$ cat config.mk
export PLATFORM = sky130hd
export DESIGN_NAME = keypad_four_function_calculator
export DESIGN_NICKNAME = d
export VERILOG_FILES = /design/src/kfc_pkg.sv /design/src/keypad_four_function_calculator.sv
export SDC_FILE = /design/constraint.sdc
export NUM_CORES = 1
export LEC_CHECK = 0
export ABC_AREA = 1
export BUFFER_PORTS_ARGS = -buffer_cell sky130_fd_sc_hd__buf_4
export CORE_ASPECT_RATIO = 0.75
export CORE_MARGIN = 4
export CORE_UTILIZATION = 55
export CTS_BUF_LIST = sky130_fd_sc_hd__clkbuf_16
export DETAILED_ROUTE_END_ITERATION = 8
export PLACE_DENSITY = 0.72
export SYNTH_ARGS = -nofsm -noshare
export SYNTH_HDL_FRONTEND = slang
export SYNTH_SLANG_ARGS = --single-unit
$ cat constraint.sdc
create_clock -name clk -period 7 [get_ports clk]
set_input_delay 0.7 -clock clk [delete_from_list [all_inputs] [get_ports clk]]
set_output_delay 0.7 -clock clk [all_outputs]
set_load 0.01 [all_outputs]
$ cat src/kfc_pkg.sv
// Shared types and constants for the keypad four-function calculator.
package kfc_pkg;

  typedef enum logic [1:0] {
    ST_IDLE,
    ST_MUL,
    ST_DIV,
    ST_FIX
  } kfc_state_t;

  typedef enum logic [2:0] {
    ACT_NONE      = 3'd0,
    ACT_ECHO      = 3'd1,
    ACT_SHOW      = 3'd2,
    ACT_CLR_SHOW  = 3'd3,
    ACT_CLEAR     = 3'd4,
    ACT_DIV_ZERO  = 3'd5,
    ACT_UNKNOWN   = 3'd6
  } kfc_action_t;

  localparam logic [7:0] KEY_NONE  = 8'h6F;  // 'o'
  localparam logic [7:0] KEY_ZERO  = 8'h30;  // '0'
  localparam logic [7:0] KEY_NINE  = 8'h39;  // '9'
  localparam logic [7:0] KEY_ADD   = 8'h2B;  // '+'
  localparam logic [7:0] KEY_SUB   = 8'h2D;  // '-'
  localparam logic [7:0] KEY_MUL   = 8'h2A;  // '*'
  localparam logic [7:0] KEY_DIV   = 8'h2F;  // '/'
  localparam logic [7:0] KEY_CLEAR = 8'h25;  // '%'
  localparam logic [7:0] KEY_EQ    = 8'h3D;  // '='

  localparam int unsigned SHOW_W = 16;

endpackage

$ cat src/keypad_four_function_calculator.sv
// Top level of the keypad four-function calculator.
//
// Input channel: in_valid / in_stall carry one key code word (in_key_code).
// A word is taken at a rising edge with in_valid high and in_stall low.
// Output channel: out_valid / out_stall carry one result word per key:
// out_display_action, out_echo_char and out_shown_value.
// All keys but '=' with '*' or a nonzero '/' finish without step states;
// the result word is registered and shows in the cycle after acceptance.
// '=' with '*' or a nonzero '/' runs a shift-add multiply or restoring divide
// on one shared adder: the step state ST_MUL or ST_DIV, then the finishing
// state ST_FIX, which registers the result word.
// in_stall is high while an operation runs or a result word waits, so at most
// one key is in flight: a new key is not taken until the result word of the
// last one has left.
// Reset clears operands, result, flags, pending operator and the halt flag.
// While out_stall is high the result word holds and no new key is taken.
// A divide by zero halts the block: every later key gives no action until
// reset.
module keypad_four_function_calculator
  import kfc_pkg::*;
#(
  parameter int unsigned OPERAND_WIDTH = 16
) (
  input  logic        clk,
  input  logic        rst_n,
  input  logic        in_valid,
  output logic        in_stall,
  input  logic [7:0]  in_key_code,
  output logic        out_valid,
  input  logic        out_stall,
  output logic [2:0]  out_display_action,
  output logic [7:0]  out_echo_char,
  output logic signed [SHOW_W-1:0] out_shown_value
);

  localparam int unsigned W  = OPERAND_WIDTH;
  localparam int unsigned CW = $clog2(W);

  kfc_state_t state_r, state_nxt;

  logic [W-1:0]  first_r, first_nxt;
  logic [W-1:0]  second_r, second_nxt;
  logic [W-1:0]  result_r, result_nxt;
  logic          entering_second_r, entering_second_nxt;
  logic          after_equals_r, after_equals_nxt;
  logic [7:0]    pending_op_r, pending_op_nxt;
  logic          halted_r, halted_nxt;

  logic [W-1:0]  acc_r, acc_nxt;
  logic [W-1:0]  opb_r, opb_nxt;
  logic [W-1:0]  quo_r, quo_nxt;
  logic          neg_r, neg_nxt;
  logic          is_mul_r, is_mul_nxt;
  logic [CW-1:0] cnt_r, cnt_nxt;

  logic          out_valid_r, out_valid_nxt;
  logic [2:0]    out_action_r, out_action_nxt;
  logic [7:0]    out_echo_r, out_echo_nxt;
  logic [SHOW_W-1:0] out_shown_r, out_shown_nxt;

  logic          in_fire;
  logic          is_digit;
  logic [W-1:0]  digit_w;
  logic [W-1:0]  entry_sel;
  logic [W-1:0]  entry_next;
  logic [W-1:0]  abs_a, abs_b;

  logic [W:0]    add_a, add_b;
  logic          add_cin;
  logic [W:0]    add_sum;

  logic [W:0]    div_shift;
  logic [W+SHOW_W-1:0] show_ext;

  assign in_stall = (state_r != ST_IDLE) || out_valid_r;
  assign in_fire  = in_valid && !in_stall;

  assign is_digit   = (in_key_code >= KEY_ZERO) && (in_key_code <= KEY_NINE);
  assign digit_w    = W'(in_key_code - KEY_ZERO);
  assign entry_sel  = entering_second_r ? second_r : first_r;
  assign entry_next = (entry_sel << 3) + (entry_sel << 1) + digit_w;
  assign abs_a      = first_r[W-1]  ? (~first_r + W'(1))  : first_r;
  assign abs_b      = second_r[W-1] ? (~second_r + W'(1)) : second_r;
  assign div_shift  = {acc_r, quo_r[W-1]};

  assign add_sum = add_a + add_b + (W+1)'(add_cin);

  // Shared adder operand select
  always_comb begin
    add_a   = '0;
    add_b   = '0;
    add_cin = 1'b0;
    unique case (state_r)
      ST_IDLE: begin
        add_a = {1'b0, first_r};
        if (pending_op_r == KEY_SUB) begin
          add_b   = {1'b0, ~second_r};
          add_cin = 1'b1;
        end else begin
          add_b = {1'b0, second_r};
        end
      end
      ST_MUL: begin
        add_a = {1'b0, acc_r};
        add_b = {1'b0, opb_r};
      end
      ST_DIV: begin
        add_a   = div_shift;
        add_b   = ~{1'b0, opb_r};
        add_cin = 1'b1;
      end
      ST_FIX: begin
        add_a   = {1'b0, ~quo_r};
        add_cin = 1'b1;
      end
      default: begin
        add_a = '0;
      end
    endcase
  end

  // Next state
  always_comb begin
    state_nxt = state_r;
    unique case (state_r)
      ST_IDLE: begin
        if (in_fire && !halted_r && in_key_code == KEY_EQ && !after_equals_r) begin
          if (pending_op_r == KEY_MUL) begin
            state_nxt = ST_MUL;
          end else if (pending_op_r == KEY_DIV && second_r != '0) begin
            state_nxt = ST_DIV;
          end
        end
      end
      ST_MUL, ST_DIV: begin
        if (cnt_r == '0) begin
          state_nxt = ST_FIX;
        end
      end
      ST_FIX: begin
        state_nxt = ST_IDLE;
      end
      default: begin
        state_nxt = ST_IDLE;
      end
    endcase
  end

  // Datapath and result word
  always_comb begin
    first_nxt           = first_r;
    second_nxt          = second_r;
    result_nxt          = result_r;
    entering_second_nxt = entering_second_r;
    after_equals_nxt    = after_equals_r;
    pending_op_nxt      = pending_op_r;
    halted_nxt          = halted_r;
    acc_nxt             = acc_r;
    opb_nxt             = opb_r;
    quo_nxt             = quo_r;
    neg_nxt             = neg_r;
    is_mul_nxt          = is_mul_r;
    cnt_nxt             = cnt_r;
    out_valid_nxt       = out_valid_r && out_stall;
    out_action_nxt      = out_action_r;
    out_echo_nxt        = out_echo_r;
    out_shown_nxt       = out_shown_r;
    show_ext            = '0;

    unique case (state_r)
      ST_IDLE: begin
        if (in_fire) begin
          out_valid_nxt  = 1'b1;
          out_action_nxt = ACT_NONE;
          out_echo_nxt   = '0;
          out_shown_nxt  = '0;
          if (!halted_r && in_key_code != KEY_NONE) begin
            priority if (is_digit) begin
              out_action_nxt = ACT_ECHO;
              out_echo_nxt   = in_key_code;
              if (entering_second_r) begin
                second_nxt = entry_next;
              end else begin
                first_nxt = entry_next;
              end
            end else if (in_key_code == KEY_EQ && !after_equals_r) begin
              priority if (pending_op_r == KEY_ADD || pending_op_r == KEY_SUB) begin
                result_nxt          = add_sum[W-1:0];
                show_ext            = {{SHOW_W{1'b0}}, add_sum[W-1:0]};
                out_action_nxt      = ACT_SHOW;
                out_shown_nxt       = show_ext[SHOW_W-1:0];
                first_nxt           = '0;
                second_nxt          = '0;
                entering_second_nxt = 1'b0;
                after_equals_nxt    = 1'b1;
              end else if (pending_op_r == KEY_MUL) begin
                out_valid_nxt = 1'b0;
                acc_nxt       = '0;
                opb_nxt       = first_r;
                quo_nxt       = second_r;
                is_mul_nxt    = 1'b1;
                cnt_nxt       = CW'(W - 1);
              end else if (pending_op_r == KEY_DIV) begin
                if (second_r == '0) begin
                  out_action_nxt = ACT_DIV_ZERO;
                  halted_nxt     = 1'b1;
                end else begin
                  out_valid_nxt = 1'b0;
                  acc_nxt       = '0;
                  opb_nxt       = abs_b;
                  quo_nxt       = abs_a;
                  neg_nxt       = first_r[W-1] ^ second_r[W-1];
                  is_mul_nxt    = 1'b0;
                  cnt_nxt       = CW'(W - 1);
                end
              end else begin
                show_ext            = {{SHOW_W{1'b0}}, result_r};
                out_action_nxt      = ACT_UNKNOWN;
                out_shown_nxt       = show_ext[SHOW_W-1:0];
                first_nxt           = '0;
                second_nxt          = '0;
                entering_second_nxt = 1'b0;
                after_equals_nxt    = 1'b1;
              end
            end else if (in_key_code == KEY_EQ) begin
              show_ext       = {{SHOW_W{1'b0}}, result_r};
              first_nxt      = result_r;
              out_action_nxt = ACT_CLR_SHOW;
              out_shown_nxt  = show_ext[SHOW_W-1:0];
            end else if (in_key_code == KEY_CLEAR) begin
              out_action_nxt      = ACT_CLEAR;
              entering_second_nxt = 1'b0;
              after_equals_nxt    = 1'b0;
            end else begin
              out_action_nxt      = ACT_ECHO;
              out_echo_nxt        = in_key_code;
              entering_second_nxt = 1'b1;
              after_equals_nxt    = 1'b0;
              pending_op_nxt      = in_key_code;
            end
          end
        end
      end
      ST_MUL: begin
        if (quo_r[0]) begin
          acc_nxt = add_sum[W-1:0];
        end
        opb_nxt = opb_r << 1;
        quo_nxt = quo_r >> 1;
        cnt_nxt = cnt_r - CW'(1);
      end
      ST_DIV: begin
        if (!add_sum[W]) begin
          acc_nxt = add_sum[W-1:0];
        end else begin
          acc_nxt = div_shift[W-1:0];
        end
        quo_nxt = {quo_r[W-2:0], ~add_sum[W]};
        cnt_nxt = cnt_r - CW'(1);
      end
      ST_FIX: begin
        if (is_mul_r) begin
          result_nxt = acc_r;
          show_ext   = {{SHOW_W{1'b0}}, acc_r};
        end else if (neg_r) begin
          result_nxt = add_sum[W-1:0];
          show_ext   = {{SHOW_W{1'b0}}, add_sum[W-1:0]};
        end else begin
          result_nxt = quo_r;
          show_ext   = {{SHOW_W{1'b0}}, quo_r};
        end
        out_valid_nxt       = 1'b1;
        out_action_nxt      = ACT_SHOW;
        out_echo_nxt        = '0;
        out_shown_nxt       = show_ext[SHOW_W-1:0];
        first_nxt           = '0;
        second_nxt          = '0;
        entering_second_nxt = 1'b0;
        after_equals_nxt    = 1'b1;
      end
      default: begin
        out_valid_nxt = out_valid_r && out_stall;
      end
    endcase
  end

  always_ff @(posedge clk) begin
    if (!rst_n) begin
      state_r           <= ST_IDLE;
      first_r           <= '0;
      second_r          <= '0;
      result_r          <= '0;
      entering_second_r <= 1'b0;
      after_equals_r    <= 1'b0;
      pending_op_r      <= '0;
      halted_r          <= 1'b0;
      out_valid_r       <= 1'b0;
    end else begin
      state_r           <= state_nxt;
      first_r           <= first_nxt;
      second_r          <= second_nxt;
      result_r          <= result_nxt;
      entering_second_r <= entering_second_nxt;
      after_equals_r    <= after_equals_nxt;
      pending_op_r      <= pending_op_nxt;
      halted_r          <= halted_nxt;
      out_valid_r       <= out_valid_nxt;
    end
  end

  always_ff @(posedge clk) begin
    acc_r        <= acc_nxt;
    opb_r        <= opb_nxt;
    quo_r        <= quo_nxt;
    neg_r        <= neg_nxt;
    is_mul_r     <= is_mul_nxt;
    cnt_r        <= cnt_nxt;
    out_action_r <= out_action_nxt;
    out_echo_r   <= out_echo_nxt;
    out_shown_r  <= out_shown_nxt;
  end

  assign out_valid          = out_valid_r;
  assign out_display_action = out_action_r;
  assign out_echo_char      = out_echo_r;
  assign out_shown_value    = out_shown_r;

endmodule

==> results of run 1 <==
-- metal layers --
metal	track usage, %	vias up	share of wire (%)
met5	0	-	0
met2	47.6	830	40
met1	51.7	5827	42
met4	11.6	0	3.5
met3	10.7	106	14
li1	-	5948	-
-- sequential cells by signal (all words and copies together), names as in the netlist --
name / flops
out_echo_char: 8
is_mul_r: 1
out_display_action: 3
halted_r: 1
entering_second_r: 1
opb_r: 16
first_r: 16
out_shown_value: 16
cnt_r: 4
acc_r: 16
after_equals_r: 1
state_r: 2
neg_r: 1
out_valid: 1
second_r: 16
pending_op_r: 8
result_r: 16
quo_r: 16
-- layout by cell type, fill, tap and decap left out, drive strengths merged, types with 18 or more instances in the layout --
master | Yosys | routed
nand2 | 609 | 609
inv | 221 | 231
o21ai | 172 | 172
a21oi | 166 | 166
nor2 | 124 | 124
nand3 | 110 | 110
edfxtp | 81 | 81
dfxtp | 62 | 62
buf | 21 | 49
ha | 41 | 41
nor3 | 18 | 18
-- logic make-up after synthesis --
family / share of synthesized area (%)
adders and majority gates: 6.93
xor gates and xnor gates: 1.19
DFF: 31.3
AOI/OAI and AO/OA: 19.1
and+or+nand+nor: 31.2
buffers and inverters: 10.2
-- area by class of cell --
| cell class | instances | area (um2) |
|---|---|---|
| fill | 1984 | 7930 |
| antenna | 1 | 2.50 |
| timing repair buffer | 49 | 368 |
| multi-input combinational | 1374 | 6870 |
| tap | 282 | 353 |
| clock inverter | 15 | 143 |
| clock buffer | 17 | 425 |
| inverter | 224 | 843 |
| sequential | 143 | 3670 |
-- worst paths after layout --
kind / to / cells past startpoint
min: pending_op_r[5]$_SDFFE_PN0P_ / 2
min reg2reg: pending_op_r[5]$_SDFFE_PN0P_ / 2
max reg2reg: acc_r[4]$_DFFE_PP_ / 20
max: acc_r[4]$_DFFE_PP_ / 20
-- worst max-delay path, stage by stage, from the launching register on --
cell	delay (ns)
dfxtp_1	0.36
inv_1	0.12
ha_1	0.80
clkinv_1	0.15
buf_4	0.27
o211ai_1	0.20
nand2_1	0.10
fa_1	0.46
fa_1	0.44
inv_1	0.09
nand3_1	0.07
nand2_1	0.15
nand2_1	0.07
nand3_1	0.07
nand2_1	0.08
nand2_1	0.09
nand2_1	0.05
nand2_1	0.47
nand2_1	0.11
nand2_1	0.10
a21oi_1	0.06
-- power by group through the flow --
stage	sequential (mW)	clock [mW]	combinational (mW)
2_1_floorplan	0.927	0	0.159
4_1_cts	0.911	0.920	0.227
6_report	0.912	0.913	0.231
5_1_grt	0.913	0.953	0.260
3_5_place_dp	0.930	0	0.226
3_3_place_gp	0.930	0	0.222
-- Yosys cell counts, types with 18 or more instances --
cell	count
nand2_1	602
nor2_1	114
nand3_1	107
inv_1	212
o21ai_0	163
ha_1	41
a21oi_1	166
dfxtp_1	62
clkbuf_1	61
nor3_1	18
edfxtp_1	81
-- stage by stage --
step / cell area, um2 / setup WS (ns) / util [%] / hold WS [ns] / instances
6_report: 12700 / 2.39 / 61.5 / 0.454 / 2105
5_1_grt: 12700 / 2.03 / 61.5 / 0.472 / 2104
4_1_cts: 12700 / 2.47 / 61.5 / 0.454 / 2104
3_5_place_dp: 12100 / 2.50 / 58.8 / 0.446 / 2072
3_3_place_gp: 12100 / 2.58 / 58.8 / 0.435 / 2072
2_1_floorplan: 11700 / 3.29 / - / 0.424 / 1824
==> results.toml, run 1 <==
[yosys]
yosys_warnings = 0
synth_area_leaders = "edfxtp_1, nand2_1, dfxtp_1"
synth_seq_cells = 143
syn-cell-area_um2 = 11700
avgSynthCellArea_um2 = 6.44
syn-num-nets = 1892
ys_seq_area_share_pct = 31.3
synth_top_cell_area_share_pct = 20.7
synth-edff-count = 81
synth_top_area_cell = "edfxtp_1"
synth.distinct_cells = 49
synth_cells = 1824
async_reset_ff_share_pct = 0
synthFlopType = "edfxtp_1"

[timing]
period_share_pct = 65.8
hold_viol = 0
slew_viol_final = 0
relSlewSlack_pct = 23.1
setup_tns_ns = 0
rsz0062_at_grt = "no"
period_needed_ns = 4.61
timing.fmax_ghz = 0.217
tightestPinTransition_ns = 1.15
clock_skew_ns = 0.0146
setup_viol = 0

[setup_path]
worstSetupPathType = "reg2reg"
crit_path_max_fanout = 27
critical_path_required_ns = 7.17
crit_start = "state_r[0]$_SDFFE_PN0P_"
r2r-start = "state_r[0]$_SDFFE_PN0P_"
r2r_setup_slack_ns = 2.39
endpoint_kind = "flip-flop"
arrival_ns = 4.78
critPathLaunchType = "flip-flop"

[drt]
first_iter_violations = 1907
vias = 12700
drt-pass1-iter-count = 6
vias_per_cell = 6.04
drc = 0
wire_per_inst_um = 19.7
final_antenna_net_count = 0
routed_wl_mm = 41.4

[global_route]
grt_use_total_pct = 34.7
antenna_found_initial = 0
grt_pass1_wl_mm = 64.2
grt_max_degree = 59
overflow = 0
first_global_vias = 11300

[job]
maxCapViolCount = 0

[min_path]
hold_path_class = "reg2reg"
hold_start = "pending_op_r[5]$_SDFFE_PN0P_"

[power_and_ir_drop]
intPower_mw = 1.45
vdd_ir_drop_max_uv = 152
p_sw_mw = 0.611
seq_power_share_pct = 44.3
power_density_nw_per_um2 = 162
pwr-share-clk_pct = 44.4
power_leakage_nw = 6.02
switching_share_pct = 29.7
combPwrFrac_pct = 11.3
power_mw = 2.06

[clock_network]
htreeDepth = 4
cts_resized = 0
clockRootBuffer = "clkbuf_16"
postCtsHoldBufs = 0
clkSinkCount = 143
cts_setup_buffers = 0
path_clk_slew_ns = 0.07
cts.path.max_buffers = 2
clk_latency_ns = 0.45
cts_buffers = 17
cts_tree = "yes"

[placement]
place_congestion = 0.984
io_buffers = 40
dp_hpwl_mm = 30.8

[floorplan]
die_h_um = 135
rows = 45
core_um2 = 20600
ios = 41
die_area_um2 = 23800
initial_core_util_pct = 57.0
die_w_um = 177

[layout]
nets = 1877
area_growth_pct = 8.04
drive_gt1_share_pct = 6.81

[run_status]
status = "completed"
Power figures use the tool's default switching activity.
==> run 2: changes to the inputs <==
--- a/config.mk
+++ b/config.mk
@@ -5,14 +5,14 @@
 export SDC_FILE = /design/constraint.sdc
 export NUM_CORES = 1
 export LEC_CHECK = 0
-export ABC_AREA = 1
+export ABC_AREA = 0
 export BUFFER_PORTS_ARGS = -buffer_cell sky130_fd_sc_hd__buf_4
 export CORE_ASPECT_RATIO = 0.75
 export CORE_MARGIN = 4
 export CORE_UTILIZATION = 55
 export CTS_BUF_LIST = sky130_fd_sc_hd__clkbuf_16
 export DETAILED_ROUTE_END_ITERATION = 8
-export PLACE_DENSITY = 0.72
+export PLACE_DENSITY = 0.75
 export SYNTH_ARGS = -nofsm -noshare
 export SYNTH_HDL_FRONTEND = slang
 export SYNTH_SLANG_ARGS = --single-unit
==> constraint.sdc (replaced) <==
create_clock -name clk -period 3.8 [get_ports clk]
set_input_delay 0.38 -clock clk [delete_from_list [all_inputs] [get_ports clk]]
set_output_delay 0.38 -clock clk [all_outputs]
set_load 0.01 [all_outputs]
==> run 2 against run 1 <==
Effect of this change:
- the run now ends with negative setup slack left
- routed wire length down 10%
- sequential share of layout area down 0.98 points
- first-iteration DRC count down 0.10%
- critical endpoint is now acc_r[2]$_DFFE_PP_
- highest routed layer is now met5
==> results.toml, run 2 <==
[yosys]
synth_top_area_cell = "edfxtp_1"
async_reset_ff_share_pct = 0
synth_cells = 1264
avgSynthCellArea_um2 = 8.39
synth_compound_area_share_pct = 26.3
synth-edff-count = 81
yosysMostFrequentCell = "nand2_1"
synth_seq_cells = 143
synth_area_leaders = "edfxtp_1, dfxtp_1, nand2_1"
synth_top_family_by_area = "compound AO/OA/AOI/OAI gates"
yosys_warnings = 0
syn-num-nets = 1332
synthFlopType = "edfxtp_1"
synth.area.mux_share_pct = 2.90
synthSimpleGateAreaFrac_pct = 17.0
synth_top_cell_area_share_pct = 22.9
synthAdderAreaFrac_pct = 7.67
synth_top_cells_by_count = "nand2_1, nor2_1, a21oi_1"
synth_xor_area_share_pct = 5.94
syn-cell-area_um2 = 10600
synth.distinct_cells = 76
ys_seq_area_share_pct = 34.6

[drt]
wire_per_inst_um = 22.7
final_antenna_net_count = 0
routed_wl_mm = 37.2
first_iter_violations = 1905
vias = 10700
drt-pass1-iter-count = 7
drc = 0
vias_per_cell = 6.52

[timing]
slew_viol_final = 0
timing.final.ws_setup_ns = -0.409
setup_tns_ns = -9.06
relSlewSlack_pct = 22.6
period_share_pct = 111
hold_viol = 0
holdWs_ns = 0.250
tightestPinTransition_ns = 1.16
timing.fmax_ghz = 0.238
clock_skew_ns = 0.00966
rsz0062_at_grt = "yes"
setup_viol = 32
period_needed_ns = 4.21

[setup_path]
arrival_ns = 4.40
crit_path_max_fanout = 6
worstSetupPathType = "reg2reg"
critical_path_required_ns = 3.99
critPathLaunchType = "flip-flop"
r2r_setup_slack_ns = -0.41
endpoint_kind = "flip-flop"

[layout]
nets = 1445
drive_gt1_share_pct = 22.4
finalInstanceArea_um2 = 13100
n_antenna_cell = 0
layout_common_cells = "buf_4, nand2_1, nor2_1"
final_core_util_pct = 70.1
area_growth_pct = 23.8
stdcell_count = 1637
layout_commonest_cell = "buf_4"

[clock_network]
cts_buffers = 17
path_clk_slew_ns = 0.07
clockRootBuffer = "clkbuf_16"
clk_latency_ns = 0.44
cts_tree = "yes"
cts.path.max_buffers = 2
htreeDepth = 4
clkSinkCount = 143
postCtsHoldBufs = 0

[floorplan]
die_area_um2 = 21600
core_um2 = 18700
initial_core_util_pct = 56.7
ios = 41
die_w_um = 168
die_h_um = 128
rows = 43

[placement]
postPlaceCellArea_um2 = 11900
dp_slack_ns = -0.627
io_buffers = 40
dp_hpwl_mm = 27.6
placed_cells = 1585
place_congestion = 0.987

[job]
maxCapViolCount = 0

[global_route]
grt_pass1_wl_mm = 56.3
grt_max_degree = 50
grt_use_total_pct = 33.6
first_global_vias = 9650
overflow = 0
antenna_found_initial = 2

[power_and_ir_drop]
vdd_ir_drop_max_uv = 640
power_density_nw_per_um2 = 793
power_mw = 10.4
power_leakage_nw = 5.42

[run_status]
violations = "negative setup slack"
status = "finished with violations"

[min_path]
hold_path_class = "in2reg"
run 2: cell count changes after synthesis, moves of 31 or more:
cell     previous run  this run
nand2_1           602       152
inv_1             212        52
nand3_1           107        24
a21oi_1           166        92
o21ai_0           163        90
a22oi_1             4        40
xor2_1             11        42
run 2: worst max-delay path: stages (launching register included):
cell and delay (ns):
dfxtp_2 0.34, nor4bb_4 0.32, and2_4 0.20, nor3b_4 0.20, buf_6 0.16, xnor2_2 0.11, nand2_1 0.08, a31o_4 0.23
fa_2 0.38, fa_2 0.35, nand2b_4 0.16, a211oi_4 0.26, nor4_2 0.08, o31ai_2 0.30, xor2_1 0.16, and2_4 0.21
o21a_4 0.23, a22o_1 0.20
run 2: logic make-up after synthesis:
family                   count (synthesis)
multiplexers                            30
flip-flops                             143
AND/OR/NAND/NOR                        390
XOR/XNOR                                72
adder cells (fa/ha/maj)                 56
AO/OA/AOI/OAI                          425
buffers and inverters                  148
run 2: metal layers:
layer	part of all wire (%)	vias up	GRT usage [%]
li1	-	4839	-
met1	41	5010	50.5
met2	41	746	47.1
met3	15	79	9.62
met4	2.3	4	9.35
met5	0.073	-	0
run 2: timing repair:
item	4_1_cts	5_1_grt
buffers inserted	13	9
gates cloned	1	0
gates resized for setup	36	72
setup endpoints to repair	35	44
pin swaps	25	48
run 2: power by group:
group / internal, mW / leakage (nW) / switching [mW] / total [mW]
sequential: 2.00 / 1.26 / 0.230 / 2.23
clock: 0.910 / 0.287 / 0.780 / 1.69
combinational: 2.77 / 3.87 / 3.72 / 6.49
total: 5.68 / 5.42 / 4.73 / 10.4
run 2: final cells by class:
| class | count | area [um2] |
|---|---|---|
| well taps | 247 | 309 |
| clock buffers | 18 | 450 |
| flip-flops and latches | 143 | 3670 |
| clock inverters | 14 | 136 |
| inverters | 53 | 199 |
| multi-input cells | 974 | 6870 |
| fillers | 1500 | 5590 |
| repair buffers | 188 | 1490 |
run 2: path summary, 6_finish.rpt:
path,cells after the start,from,end
max,17,pending_op_r[6]$_SDFFE_PN0P_,acc_r[2]$_DFFE_PP_
min,3,in_key_code[5],pending_op_r[5]$_SDFFE_PN0P_
min reg2reg,2,pending_op_r[3]$_SDFFE_PN0P_,pending_op_r[3]$_SDFFE_PN0P_
max reg2reg,17,pending_op_r[6]$_SDFFE_PN0P_,acc_r[2]$_DFFE_PP_
==> run 3: changes to the inputs <==
--- a/config.mk
+++ b/config.mk
@@ -7,12 +7,12 @@
 export LEC_CHECK = 0
 export ABC_AREA = 0
 export BUFFER_PORTS_ARGS = -buffer_cell sky130_fd_sc_hd__buf_4
+export CAP_MARGIN = 15
 export CORE_ASPECT_RATIO = 0.75
 export CORE_MARGIN = 4
-export CORE_UTILIZATION = 55
+export CORE_UTILIZATION = 40
 export CTS_BUF_LIST = sky130_fd_sc_hd__clkbuf_16
 export DETAILED_ROUTE_END_ITERATION = 8
-export PLACE_DENSITY = 0.75
 export SYNTH_ARGS = -nofsm -noshare
 export SYNTH_HDL_FRONTEND = slang
 export SYNTH_SLANG_ARGS = --single-unit
==> run 3 against run 2 <==
Effect of this change:
- the flow still finishes with violations (negative setup slack)
- clock skew increased by 0.0021 ns
- register-to-register slack got worse by 0.15 ns
- fmax decreased by 3.3%
- sequential power about the same
- routed wire length increased by 8.2%
- sequential share of layout area decreased by 0.64 points
- combinational power increased by 4.6%
- clock-buffer cell count increased by 1
- final area increased by 2.5%
- via count increased by 0.13%
- global-route usage decreased by 6.8 points
- critical path type unchanged
==> results.toml, run 3 (synthesis results as in run 2) <==
[run_status]
status = "finished with violations"
violations = "negative setup slack"

[placement]
place_congestion = 0.984
dp_hpwl_mm = 30.5
dp_slack_ns = -0.767
placed_cells = 1699
postPlaceCellArea_um2 = 12100
io_buffers = 40

[layout]
regArea_um2 = 3680
final_core_util_pct = 51.7
layout_common_cells = "buf_4, nand2_1, nor2_1"
layout_commonest_cell = "buf_4"
finalInstanceArea_um2 = 13500
area_growth_pct = 26.9
multi_input_area_um2 = 6870
drive_gt1_share_pct = 23.2
stdcell_count = 1750
fill_cells = 2418
nets = 1460

[drt]
drt-pass1-iter-count = 6
final_antenna_net_count = 0
vias = 10700
drc = 0
vias_per_cell = 6.11
first_iter_violations = 1399
wire_per_inst_um = 23.0
routed_wl_mm = 40.2

[setup_path]
critical_path_required_ns = 4.00
arrival_ns = 4.55
crit_path_max_fanout = 4
endpoint_kind = "flip-flop"
worstSetupPathType = "reg2reg"
critPathLaunchType = "flip-flop"

[clock_network]
clockRootBuffer = "clkbuf_16"
path_clk_slew_ns = 0.07
htreeDepth = 4
clkSinkCount = 143
cts_buffers = 17
cts.path.max_buffers = 2
cts_tree = "yes"
clk_latency_ns = 0.44

[floorplan]
die_area_um2 = 29200
initial_core_util_pct = 40.7
die_w_um = 196
ios = 41
core_um2 = 26000
die_h_um = 149
rows = 51

[global_route]
grt_use_total_pct = 26.8
antenna_found_initial = 2
first_global_vias = 9722
grt_max_degree = 48
overflow = 0
grt_pass1_wl_mm = 59.9

[timing]
setup_viol = 33
setup_tns_ns = -10.68
period_needed_ns = 4.35
tightestPinTransition_ns = 0.999
rsz0062_at_grt = "yes"
period_share_pct = 115
holdWs_ns = 0.251
clock_skew_ns = 0.0118
relSlewSlack_pct = 33.4
timing.fmax_ghz = 0.230
slew_viol_final = 0
hold_viol = 0
timing.final.ws_setup_ns = -0.554

[power_and_ir_drop]
vdd_ir_drop_max_uv = 605
power_density_nw_per_um2 = 807
power_leakage_nw = 5.51
power_mw = 10.9

[min_path]
hold_path_class = "in2reg"

[job]
maxCapViolCount = 0
[run 3: layout make-up]
type	count	area share (%)
multi-input cells	974	51.1
flip-flops and latches	143	27.3
repair buffers	203	12.2
clock buffers	19	3.53
well taps	344	3.20
inverters	53	1.48
clock inverters	13	1.17
diodes	1	0.0186
[run 3: per-layer routing]
metal  wire length, um  vias to the layer above  global-route usage (%)  share of wire [%]
li1                  -                     4862                       -                  -
met1             18300                     5144                    40.9                 45
met2             16100                      622                    36.5                 40
met3              5110                       62                    8.78                 13
met4               658                        2                    6.39                1.6
met5                13                        -                       0              0.032
[run 3: path summary, 6_finish.rpt]
path                                start                       endpoint  slack, ns  cells past startpoint
max          pending_op_r[4]$_SDFFE_PN0P_  out_shown_value[13]$_DFFE_PP_      -0.55                     20
min                        in_key_code[5]   pending_op_r[5]$_SDFFE_PN0P_       0.25                      3
max reg2reg  pending_op_r[4]$_SDFFE_PN0P_  out_shown_value[13]$_DFFE_PP_      -0.55                     20
min reg2reg      second_r[2]$_SDFFE_PN0P_       second_r[2]$_SDFFE_PN0P_       0.50                      2
[run 3: what timing repair did]
action                                  4_1_cts  5_1_grt
endpoints found under the setup margin       39       50
buffers inserted                              8       15
pin swaps                                    27       49
gates cloned                                  1        0
hold buffers                                  0        0
resized for setup                            55       56
[run 3: worst max-delay path, stage by stage, from the launching register on]
cell	delay, ns
dfxtp_2	0.34
nor4bb_4	0.32
and2_4	0.20
nor3b_4	0.20
buf_6	0.16
buf_12	0.12
buf_4	0.10
xor2_1	0.15
nand2_1	0.07
a31oi_1	0.21
ha_1	0.25
buf_6	0.12
o211ai_1	0.13
a21oi_2	0.21
o21ai_2	0.11
a311o_1	0.31
mux2i_1	0.14
a2111oi_2	0.43
buf_4	0.24
o21ai_2	0.07
a31o_2	0.22
[run 3: power by group]
part / internal [mW] / switching [mW] / total (mW) / leakage [nW]
Combinational: 2.90 / 3.89 / 6.79 / 3.93
Clock: 1.11 / 0.722 / 1.83 / 0.319
Sequential: 2.00 / 0.235 / 2.24 / 1.26
Total: 6.01 / 4.85 / 10.9 / 5.51
